File: src/hw/rtl/phb_cfg_pkg.sv
// types and constants for the host bridge configuration space block
// no dependencies; imported by pci_host_bridge_config_space_core
package phb_cfg_pkg;

    // request targets on the bridge register bus
    typedef enum logic [3:0] {
        TGT_CFG_ADDR  = 4'd0,
        TGT_CFG_DATA  = 4'd1,
        TGT_ARB_INT   = 4'd2,
        TGT_ARB_INTEN = 4'd3,
        TGT_MISC      = 4'd4,
        TGT_ID        = 4'd5,
        TGT_CLASS     = 4'd6,
        TGT_SUBSYS    = 4'd7,
        TGT_PIN_GNT   = 4'd8
    } t_target;

    // configuration register indexes
    typedef enum logic {
        CFG_LANE_SWAP  = 1'b0,
        CFG_BRIDGE_DEV = 1'b1
    } t_cfg_index;

    // header dword numbers
    localparam logic [5:0] DW_ID         = 6'd0;
    localparam logic [5:0] DW_STATUS_CMD = 6'd1;
    localparam logic [5:0] DW_CLASS      = 6'd2;
    localparam logic [5:0] DW_LAT        = 6'd3;
    localparam logic [5:0] DW_BAR0       = 6'd4;
    localparam logic [5:0] DW_SUBSYS     = 6'd11;
    localparam logic [5:0] DW_INTR       = 6'd15;

    localparam int unsigned NUM_BARS = 6;

    localparam logic [31:0] BAR_SIZE_MASK [NUM_BARS] = '{
        32'hf000_0000, 32'hfc00_0000, 32'hff00_0000,
        32'hffc0_0000, 32'hfff0_0000, 32'hfffc_0000
    };

    // reset values and write masks
    localparam logic [31:0] ID_RESET         = 32'h00c4_114f;
    localparam logic [31:0] CLASS_RESET      = 32'h0600_0000;
    localparam logic [23:0] PIN_GNT_RESET    = 24'h00_0601;
    localparam logic [7:0]  LAT_RESET        = 8'd64;
    localparam logic [9:0]  MISC_WR_MASK     = 10'h3f1;
    localparam int unsigned MISC_BAR_EN_LSB  = 4;
    localparam logic [31:0] STATUS_CMD_WORD  = 32'h0880_0006;
    localparam logic [2:0]  SIZE_WORD        = 3'd4;
    localparam logic [7:0]  BUS_ROOT         = 8'd0;
    localparam logic [2:0]  FUNC_BRIDGE      = 3'd0;
    localparam logic [1:0]  CFG_TYPE0        = 2'd0;

endpackage

File: src/hw/rtl/pci_host_bridge_config_space_core.sv
// Host bridge register block with its own type-0 configuration header.
// Takes one register request per clock while the output register is free and
// returns its read data in the cycle after acceptance through that register;
// o_in_ready stays high while that register is empty or being taken, so a request
// can follow in every cycle, decoded and applied in the single decode-and-update
// stage. All state but the read data is in flip-flops reset directly, so there is
// no clearing pass after reset. Reads of another device, a wrong config type or an
// unused target return zero; writes return zero. Depends on phb_cfg_pkg.
module pci_host_bridge_config_space_core
    import phb_cfg_pkg::*;
(
    input  logic        i_clk,
    input  logic        i_rst_n,
    // configuration port
    input  logic        i_cfg_we,
    input  logic        i_cfg_index,
    input  logic [4:0]  i_cfg_data,
    // request channel
    input  logic        i_in_valid,
    output logic        o_in_ready,
    input  logic        i_kind,
    input  logic [3:0]  i_target,
    input  logic [1:0]  i_byte_offset,
    input  logic [2:0]  i_access_size,
    input  logic [31:0] i_write_data,
    // result channel
    output logic        o_out_valid,
    input  logic        i_out_ready,
    output logic [31:0] o_read_data
);

    // architectural state
    logic        r_lane_swap;
    logic [4:0]  r_bridge_dev;
    logic [31:0] r_cfg_addr;
    logic [31:0] r_id;
    logic [31:0] r_class;
    logic [31:0] r_subsys;
    logic [23:0] r_pin_gnt;
    logic [7:0]  r_lat;
    logic [7:0]  r_int_line;
    logic [31:0] r_bar [NUM_BARS];
    logic [9:0]  r_misc;
    logic [5:0]  r_arb_int;
    logic [5:0]  r_arb_inten;
    logic        r_out_valid;
    logic [31:0] r_read_data;

    logic [31:0] n_cfg_addr;
    logic [31:0] n_id;
    logic [31:0] n_class;
    logic [31:0] n_subsys;
    logic [23:0] n_pin_gnt;
    logic [7:0]  n_lat;
    logic [7:0]  n_int_line;
    logic [31:0] n_bar [NUM_BARS];
    logic [9:0]  n_misc;
    logic [5:0]  n_arb_int;
    logic [5:0]  n_arb_inten;
    logic [31:0] n_read_data;

    logic        in_acc;
    logic        wr;
    logic [2:0]  size_n;
    logic [1:0]  off_eff;
    logic [4:0]  sh;
    logic [31:0] size_mask;
    logic [31:0] lane_mask;
    logic [31:0] wdata_sh;
    logic [5:0]  dw;
    logic        sel_bridge;
    logic [31:0] hdr;
    logic [31:0] rd;
    logic        bar_clean;

    // handshake: output register frees up as it is taken
    assign o_in_ready  = !r_out_valid || i_out_ready;
    assign in_acc      = i_in_valid && o_in_ready;
    assign wr          = i_kind;
    assign o_out_valid = r_out_valid;
    assign o_read_data = r_read_data;

    // size normalisation: a code of zero or above a word acts as a full word
    always_comb begin
        if (i_access_size == 3'd0 || i_access_size > SIZE_WORD) begin
            size_n = SIZE_WORD;
        end else begin
            size_n = i_access_size;
        end
    end

    // lane swizzle for swapped byte order
    always_comb begin
        off_eff = i_byte_offset;
        if (r_lane_swap) begin
            if (size_n == 3'd1) begin
                off_eff = i_byte_offset ^ 2'd3;
            end else if (size_n == 3'd2) begin
                off_eff = i_byte_offset ^ 2'd2;
            end
        end
    end

    // byte-lane mask and shifted write data
    always_comb begin
        unique case (size_n)
            3'd1:    size_mask = 32'h0000_00ff;
            3'd2:    size_mask = 32'h0000_ffff;
            3'd3:    size_mask = 32'h00ff_ffff;
            default: size_mask = 32'hffff_ffff;
        endcase
    end

    assign sh        = {off_eff, 3'b000};
    assign lane_mask = size_mask << sh;
    assign wdata_sh  = i_write_data << sh;
    assign dw        = r_cfg_addr[7:2];

    // config address selects the bridge itself
    assign sel_bridge = (r_cfg_addr[23:16] == BUS_ROOT) && (r_cfg_addr[1:0] == CFG_TYPE0)
                     && (r_cfg_addr[15:11] == r_bridge_dev)
                     && (r_cfg_addr[10:8] == FUNC_BRIDGE);

    // header dword read
    always_comb begin
        hdr = '0;
        if (dw == DW_ID) begin
            hdr = r_id;
        end else if (dw == DW_STATUS_CMD) begin
            hdr = STATUS_CMD_WORD;
        end else if (dw == DW_CLASS) begin
            hdr = r_class;
        end else if (dw == DW_LAT) begin
            hdr = {16'd0, r_lat, 8'd0};
        end else if (dw == DW_SUBSYS) begin
            hdr = r_subsys;
        end else if (dw == DW_INTR) begin
            hdr = {r_pin_gnt, r_int_line};
        end
        for (int i = 0; i < NUM_BARS; i++) begin
            if (dw == DW_BAR0 + 6'(i) && r_misc[MISC_BAR_EN_LSB + i]) begin
                hdr = r_bar[i];
            end
        end
    end

    // request decode and next state
    always_comb begin
        n_cfg_addr  = r_cfg_addr;
        n_id        = r_id;
        n_class     = r_class;
        n_subsys    = r_subsys;
        n_pin_gnt   = r_pin_gnt;
        n_lat       = r_lat;
        n_int_line  = r_int_line;
        n_bar       = r_bar;
        n_misc      = r_misc;
        n_arb_int   = r_arb_int;
        n_arb_inten = r_arb_inten;
        rd          = '0;
        unique case (t_target'(i_target))
            TGT_CFG_ADDR: begin
                if (size_n != SIZE_WORD) begin
                    rd = '1;
                end else if (wr) begin
                    n_cfg_addr = i_write_data;
                end else begin
                    rd = r_cfg_addr;
                end
            end
            TGT_CFG_DATA: begin
                if (sel_bridge) begin
                    if (wr) begin
                        for (int i = 0; i < NUM_BARS; i++) begin
                            if (dw == DW_BAR0 + 6'(i) && r_misc[MISC_BAR_EN_LSB + i]) begin
                                n_bar[i] = (r_bar[i] & ~lane_mask)
                                         | (wdata_sh & BAR_SIZE_MASK[i] & lane_mask);
                            end
                        end
                        if (dw == DW_LAT && lane_mask[15:8] != 8'd0) begin
                            n_lat = wdata_sh[15:8];
                        end
                        if (dw == DW_INTR && lane_mask[7:0] != 8'd0) begin
                            n_int_line = wdata_sh[7:0];
                        end
                    end else begin
                        rd = (hdr & lane_mask) >> sh;
                    end
                end
            end
            TGT_ARB_INT: begin
                if (wr) n_arb_int = r_arb_int ^ i_write_data[5:0];
                else    rd = {26'd0, r_arb_int};
            end
            TGT_ARB_INTEN: begin
                if (wr) n_arb_inten = i_write_data[5:0];
                else    rd = {26'd0, r_arb_inten};
            end
            TGT_MISC: begin
                if (wr) n_misc = i_write_data[9:0] & MISC_WR_MASK;
                else    rd = {22'd0, r_misc};
            end
            TGT_ID: begin
                if (wr) n_id = i_write_data;
                else    rd = r_id;
            end
            TGT_CLASS: begin
                if (wr) n_class = i_write_data;
                else    rd = r_class;
            end
            TGT_SUBSYS: begin
                if (wr) n_subsys = i_write_data;
                else    rd = r_subsys;
            end
            TGT_PIN_GNT: begin
                if (wr) n_pin_gnt = i_write_data[23:0];
                else    rd = {8'd0, r_pin_gnt};
            end
            default: begin
                rd = '0;
            end
        endcase
        n_read_data = wr ? '0 : rd;
    end

    // state, configuration and output register
    always_ff @(posedge i_clk) begin
        if (!i_rst_n) begin
            r_lane_swap  <= 1'b0;
            r_bridge_dev <= '0;
            r_cfg_addr   <= '0;
            r_id         <= ID_RESET;
            r_class      <= CLASS_RESET;
            r_subsys     <= '0;
            r_pin_gnt    <= PIN_GNT_RESET;
            r_lat        <= LAT_RESET;
            r_int_line   <= '0;
            r_bar        <= BAR_SIZE_MASK;
            r_misc       <= '0;
            r_arb_int    <= '0;
            r_arb_inten  <= '0;
            r_out_valid  <= 1'b0;
        end else begin
            if (i_cfg_we) begin
                unique case (t_cfg_index'(i_cfg_index))
                    CFG_LANE_SWAP:  r_lane_swap  <= i_cfg_data[0];
                    CFG_BRIDGE_DEV: r_bridge_dev <= i_cfg_data;
                    default:        r_lane_swap  <= r_lane_swap;
                endcase
            end
            if (in_acc) begin
                r_cfg_addr  <= n_cfg_addr;
                r_id        <= n_id;
                r_class     <= n_class;
                r_subsys    <= n_subsys;
                r_pin_gnt   <= n_pin_gnt;
                r_lat       <= n_lat;
                r_int_line  <= n_int_line;
                r_bar       <= n_bar;
                r_misc      <= n_misc;
                r_arb_int   <= n_arb_int;
                r_arb_inten <= n_arb_inten;
                r_read_data <= n_read_data;
                r_out_valid <= 1'b1;
            end else if (i_out_ready) begin
                r_out_valid <= 1'b0;
            end
        end
    end

    // bars never hold bits below their size
    always_comb begin
        bar_clean = 1'b1;
        for (int i = 0; i < NUM_BARS; i++) begin
            if ((r_bar[i] & ~BAR_SIZE_MASK[i]) != 32'd0) begin
                bar_clean = 1'b0;
            end
        end
    end

    a_bar_clean: assert property (@(posedge i_clk) disable iff (!i_rst_n) bar_clean)
        else $error("bar holds bits below its size mask");

    a_write_reads_zero: assert property (@(posedge i_clk) disable iff (!i_rst_n)
        (in_acc && i_kind) |=> (o_out_valid && o_read_data == 32'd0))
        else $error("write request returned non-zero data");

    a_misc_reserved: assert property (@(posedge i_clk) disable iff (!i_rst_n)
        (r_misc & ~MISC_WR_MASK) == 10'd0)
        else $error("misc control reserved bits set");

    a_result_follows: assert property (@(posedge i_clk) disable iff (!i_rst_n)
        in_acc |=> o_out_valid)
        else $error("accepted request gave no result");

endmodule
File: config.mk
export PLATFORM = sky130hd
export DESIGN_NAME = pci_host_bridge_config_space_core
export DESIGN_NICKNAME = d
export VERILOG_FILES = /design/src/hw/rtl/phb_cfg_pkg.sv /design/src/hw/rtl/pci_host_bridge_config_space_core.sv
export SDC_FILE = /design/constraint.sdc
export NUM_CORES = 1
export LEC_CHECK = 0
export BUFFER_PORTS_ARGS = -buffer_cell sky130_fd_sc_hd__buf_2
export CORE_MARGIN = 5
export CORE_UTILIZATION = 45
export CTS_CLUSTER_DIAMETER = 60
export DETAILED_ROUTE_END_ITERATION = 7
export GPL_TIMING_DRIVEN = 1
export PLACE_DENSITY = 0.61
export REMOVE_ABC_BUFFERS = 1
export SYNTH_ARGS = -nofsm -noshare
export SYNTH_HDL_FRONTEND = slang
export SYNTH_SLANG_ARGS = --single-unit
File: constraint.sdc
create_clock -name i_clk -period 6.9 [get_ports i_clk]
set_clock_uncertainty 0.1 [all_clocks]
set_input_delay 0.69 -clock i_clk [delete_from_list [all_inputs] [get_ports i_clk]]
set_output_delay 0.69 -clock i_clk [all_outputs]
set_load 0.03 [all_outputs]
==> summary.txt, run 1 <==
Clock tree
  • Setup Buffers After CTS: 0
  • CTS Buffer Depth: 3
  • H-tree levels: 2
  • Clock Sinks: 418
  • Number of hold buffers added after cts: 0
  • CTS buffer count: 47
  • CTS tree: built
  • Post-cts repair resize count: 0
  • Worst-path clk slew: 0.06 ns
  • Clock Tree Root: clkbuf_16
  • Worst-Skew Late Latency: 0.60 ns

Routing
  • Vias: 18620
  • Post-route ant nets: 0
  • Routed Wire Length: 82830 um
  • WL per Instance: 28.31 um
  • 1st-pass router iterations: 6
  • Vias/cell: 6.362
  • Remaining DRCs: 0
  • DRT iter0 DRCs: 2529

STA
  • Setup TNS: 0 ns
  • Final Worst Setup Slack: 2.722 ns
  • Count of pins over their slew limit: 0
  • Final worst path period share: 60.56%
  • Final critical-path required period: 4.178 ns
  • Max Fclk: 239.3 MHz
  • Count of final setup violators: 0
  • Unrepaired setup endpoints after global routing: false
  • Worst slew pin tran: 1.323 ns
  • Final hold vios: 0
  • Slew headroom: 9.488%
  • Hold_ws: 0.2746 ns

GRT
  • GRT met2 Usage: 48.95%
  • Grt met3 use: 8.504%
  • GR Layer Usage met1: 47.12%
  • Layer with the highest usage: met2
  • GRT Total Usage: 33.36%
  • Vias in the first global route: 17610
  • Grt total ovfl: 0
  • First-pass GRT wire length: 119800 um
  • Initial antenna violation count: 3
  • Largest net degree at the start of global routing: 97

Synth
  • Synth top area share: 39.01%
  • Cells after synthesis: 2297
  • Synth Area in Simple Gates: 23.22%
  • Synth top area cells: dfxtp_1 (39%), nand2_1 (9.3%), a21boi_0 (5.1%), edfxtp_1 (4.9%), and2_1 (4.4%)
  • Cell taking the most area after synthesis: dfxtp_1
  • Area share of fa/ha/maj cells after synthesis: 0.06316%
  • Fraction of synthesized cell area in xor and xnor cells: 0.6632%
  • Number of flops mapped to enable cells by yosys: 32
  • Multiplexer share of the synthesized area: 5.836%
  • Distinct cells, synth: 95
  • Main synth FF type: dfxtp_1
  • Synth Warn #: 0
  • Largest family of logic cells by synthesized area: simple AND/OR/NAND/NOR gates
  • Synthesized flop and latch total: 418
  • Synth Area in Compound Gates: 22.45%
  • Syn Std Cell Area: 19810 sq um
  • Synth async-reset ratio: 0%
  • Syn avg cell area: 8.624 sq um
  • Sequential-to-total area share from yosys stat: 43.86%

Critical path
  • RR Startpoint: r_cfg_addr[2]
  • Critical path origin: r_cfg_addr[2]
  • Worst Path Arrival: 4.37 ns
  • CP max FO: 37
  • Startpoint types: flip-flop
  • R2r setup slk: 2.72 ns
  • CP Class: reg -> reg
  • Worst path required time: 7.09 ns
  • CP endpoint kind: flip-flop

Placement
  • Detailed Place HPWL: 57940 um
  • Port bufs: 86
  • GP Congestion: 0.9736
  • Placement Setup Slack: 2.555 ns

Die
  • Starting Density: 45.79%
  • Core Box Area: 43270 sq um
  • Die area: 48320 sq um
  • Die Wd: 219.8 um
  • Die height: 219.8 um
  • I/O pins: 87
  • Rows: 76

Outcome
  • Outcome: finished clean

Worst hold path
  • Min-delay worst type: in -> reg
  • Hold Path Origin: i_in_valid

Layout
  • Layout cells sized above 1: 12.73%
  • # diodes: 0
  • Area of the multi-input gates: 10410 sq um
  • Final core utilization: 51.34%
  • Most frequent cells in the layout: nand2_1 (490), dfxtp_1 (383), and2_1 (140)
  • Fill cells: 4148
  • Area growth syn-to-layout: 12.13%
  • Commonest non-fill, non-tap cell in the layout: nand2_1
  • Nets: 2360
  • Register area: 8692 sq um

Power
  • Worst vdd ir: 0.1889 mV
  • P per Cell Area: 244.4 nW/um^2
  • P_leak: 8.151 nW

Job
  • Max-Cap Viols: 0
## worst max-delay path: stages (launching register included)
cell and delay [ns]:
dfxtp_2 0.81, nand2b_1 0.64, a211oi_4 0.28, a221o_1 0.33, a221oi_1 0.92, o21ai_1 0.37, a22oi_1 0.28, o22ai_1 0.14
## area by class of cell
| class | instances | area share (%) |
|---|---|---|
| clock buffers | 70 | 6.303 |
| multi-input cells | 1696 | 46.85 |
| well taps | 585 | 3.295 |
| flip-flops and latches | 418 | 39.13 |
| inverters | 11 | 0.1859 |
| clock inverters | 14 | 0.6984 |
| repair buffers | 132 | 3.543 |
## through the flow
step	instance area, sq um	power (mW)	cells
after floorplan	19080	2.686	2125
after global routing	22210	5.561	2926
after detailed placement	20650	2.892	2841
final	22210	5.429	2926
after global placement	20650	2.890	2841
after CTS	22200	5.428	2925
## where the power goes
part	switching, mW	total [mW]	leakage, nW	internal, mW
combinational	0.286	0.383	3.97	0.0968
clock	1.06	2.58	0.768	1.51
sequential	0.0116	2.47	3.41	2.46
## cells by family after synthesis
group | Yosys count
AOI/OAI and AO/OA | 627
xor gates and xnor gates | 15
adders and majority gates | 1
buffers and inverters | 183
DFF | 418
muxes | 105
and+or+nand+nor | 948
## layer usage
metal / up-vias / part of all wire (%)
met1: 9082 / 43
met4: 4 / 4.5
met5: - / 0.034
met2: 1084 / 42
met3: 200 / 10
li1: 8246 / -
## final timing paths
| check | cells past startpoint | end |
|---|---|---|
| max | 7 | o_read_data[20] |
| min | 3 | o_out_valid |
| min reg2reg | 1 | r_bar[181] |
| max reg2reg | 7 | o_read_data[20] |
## synth_stat cells (all sizes together), types with 7 or more instances
cell type,n
nor2,64
nand3,70
xnor2,14
a31oi,29
a2111oi,7
nand2b,9
and3,34
inv,10
nor2b,40
nand4,8
nand2,491
a22oi,43
nand3b,7
a211oi,15
o21ai,97
a211o,7
o21a,14
edfxtp,32
a21oi,73
clkbuf,125
mux2i,57
o211ai,66
a221o,8
o22ai,31
nor4,14
mux2,44
o22a,9
nor3,39
a21boi,135
a22o,7
buf,47
a222oi,13
dfxtp,386
and2,140
(Power assumes the default switching activity.)
==> inputs of run 2 (changes only) <==
Settings changed: PLACE_DENSITY 0.61 to 0.64.
Clock period 6.9 ns to 3.5 ns, I/O delays scaled along.
==> summary.txt, run 2 (synthesis results as in run 1) <==
Worst hold path
  • Min-delay worst type: in -> reg
  • Hold endpoint: r_bridge_dev[3]
  • Hold Path Origin: i_cfg_we
  • Hold path cells: 3 (unchanged)

Routing
  • Vias: 19270 (+3.5%)
  • Vias/cell: 6.270 (-1.4%)
  • Routed Wire Length: 86160 um (+4.0%)
  • Metal2 WL: 36700 um (+4.7%)
  • Remaining DRCs: 0 (unchanged)
  • WL per Instance: 28.04 um (-0.95%)
  • 1st-pass router iterations: 6 (unchanged)
  • WL met3: 9341 um (+8.0%)
  • Highest routed layer: met5
  • DRT iter0 DRCs: 2843 (+12%)
  • M1 WL: 35350 um (about the same)
  • Post-route ant nets: 0 (unchanged)

Critical path
  • Worst path required time: 3.83 ns (-3.26 ns)
  • Worst Reg-to-Reg Cells: 9 (+2)
  • CP Class: reg -> reg
  • R2r setup slk: 0.07 ns (-2.65 ns)
  • RR Endpoint: o_read_data[14]
  • Startpoint types: flip-flop
  • Worst Path Arrival: 3.76 ns (-0.61 ns)
  • RR Startpoint: r_cfg_addr[4]
  • CP endpoint kind: flip-flop
  • CP max FO: 37 (unchanged)

Layout
  • Commonest non-fill, non-tap cell in the layout: nand2_1
  • Nets: 2499 (+5.9%)
  • Layout cells sized above 1: 16.81% (+4.1 points)
  • Area growth syn-to-layout: 19.67%
  • Fill cells: 3993 (-3.7%)
  • Most frequent cells in the layout: nand2_1 (491), dfxtp_1 (383), and2_1 (140)

STA
  • Max Fclk: 291.3 MHz (+22%)
  • Slew headroom: 33.79% (+24 points)
  • Unrepaired setup endpoints after global routing: false
  • Final hold vios: 0 (unchanged)
  • Hold_ws: 0.02386 ns (-0.2508 ns)
  • Final critical-path required period: 3.432 ns (-0.7460 ns)
  • Count of pins over their slew limit: 0 (unchanged)
  • Worst slew pin tran: 0.9886 ns (-0.3348 ns)
  • Count of final setup violators: 0 (unchanged)
  • Final Worst Setup Slack: 0.06766 ns (-2.654 ns)
  • Final worst path period share: 98.07% (+38 points)

Power
  • Worst vdd ir: 0.4828 mV (+160%)
  • Final Power: 11.29 mW (+110%)
  • P per Cell Area: 476.4 nW/um^2 (+95%)
  • P_leak: 8.932 nW (+9.6%)

Die
  • Die area: 48320 sq um (unchanged)
  • Die Wd: 219.8 um (unchanged)
  • Rows: 76 (unchanged)
  • I/O pins: 87 (unchanged)
  • Die height: 219.8 um (unchanged)
  • Starting Density: 45.79% (unchanged)
  • Core Box Area: 43270 sq um (unchanged)

GRT
  • Initial antenna violation count: 2 (-1)
  • Vias in the first global route: 18090 (+2.7%)
  • Grt total ovfl: 0 (unchanged)
  • First-pass GRT wire length: 125200 um (+4.5%)
  • Largest net degree at the start of global routing: 153 (+58%)
  • GRT Total Usage: 34.87% (+1.5 points)

Clock tree
  • Setup Buffers After CTS: 0 (unchanged)
  • CTS tree: built
  • CTS buffer count: 50 (+6.4%)
  • Clock Tree Root: clkbuf_16
  • Clock Sinks: 418 (unchanged)
  • Worst-Skew Late Latency: 0.61 ns (about the same)
  • H-tree levels: 2 (unchanged)
  • CTS Buffer Depth: 3 (unchanged)
  • Worst-path clk slew: 0.06 ns (about the same)

Placement
  • Port bufs: 86 (unchanged)
  • GP Congestion: 1.040 (+6.8%)
  • Placement Setup Slack: 0.1309 ns (-2.424 ns)
  • Detailed Place HPWL: 62110 um (+7.2%)

Job
  • Max-Cap Viols: 0 (unchanged)

Outcome
  • Outcome: finished clean
## run 2: worst max-delay path by stage
stage / from / endpoint / slack (ns) / depth (start not counted)
2_1_floorplan: r_cfg_addr[3] / o_read_data[3] / -0.59 / 6
3_3_place_gp: i_access_size[0] / o_read_data[4] / 0.10 / 13
3_5_place_dp: r_cfg_addr[4] / o_read_data[11] / 0.13 / 9
4_1_cts: r_cfg_addr[4] / o_read_data[11] / 0.13 / 9
5_1_grt: r_cfg_addr[5] / o_read_data[12] / 0.07 / 7
6_report: r_cfg_addr[4] / o_read_data[14] / 0.07 / 9
## run 2: timing repair
item | in CTS | in global routing
setup endpoints to repair | 0 | 2
resized for setup | 0 | 1
hold buffers | 29 | 0
endpoints found under the hold margin | 80 | 0
## run 2: area by class of cell
| cell class | instances | area (sq um) | share of cell area (%) |
|---|---|---|---|
| sequential | 418 | 8692 | 36.66 |
| clock buffer | 69 | 1444 | 6.090 |
| multi-input combinational | 1696 | 10410 | 43.90 |
| clock inverter | 25 | 337.8 | 1.425 |
| tap | 585 | 732.0 | 3.087 |
| inverter | 11 | 41.29 | 0.1742 |
| timing repair buffer | 268 | 2051 | 8.650 |
| antenna | 1 | 2.502 | 0.01056 |
## run 2: metrics by stage
step / util [%] / instances / cell area [sq um] / setup TNS (ns)
4_1_cts: 54.77 / 3072 / 23700 / 0
2_1_floorplan: - / 2125 / 19080 / -32.87
5_1_grt: 54.79 / 3072 / 23710 / 0
6_report: 54.79 / 3073 / 23710 / 0
3_5_place_dp: 49.99 / 2949 / 21630 / 0
3_3_place_gp: 49.99 / 2949 / 21630 / 0
## run 2: routing by layer
layer / GRT usage (%) / vias up
li1: - / 8522
met1: 49.29 / 9315
met2: 51.97 / 1194
met3: 6.141 / 236
met4: 16.12 / 2
met5: 0 / -
## run 2: critical path, stage by stage (launching register included)
cell      delay, ns
dfxtp_2        0.38
buf_12         0.28
nor4b_2        0.26
buf_4          0.29
and3_1         0.21
o21a_1         0.45
a21oi_1        0.13
a211oi_1       0.79
a21oi_1        0.17
a21oi_1        0.20
## run 2: power by group
group	internal, mW	switching, mW
logic	0.247	0.580
registers	4.85	0.0244
clock network	3.36	2.23
total	8.46	2.84
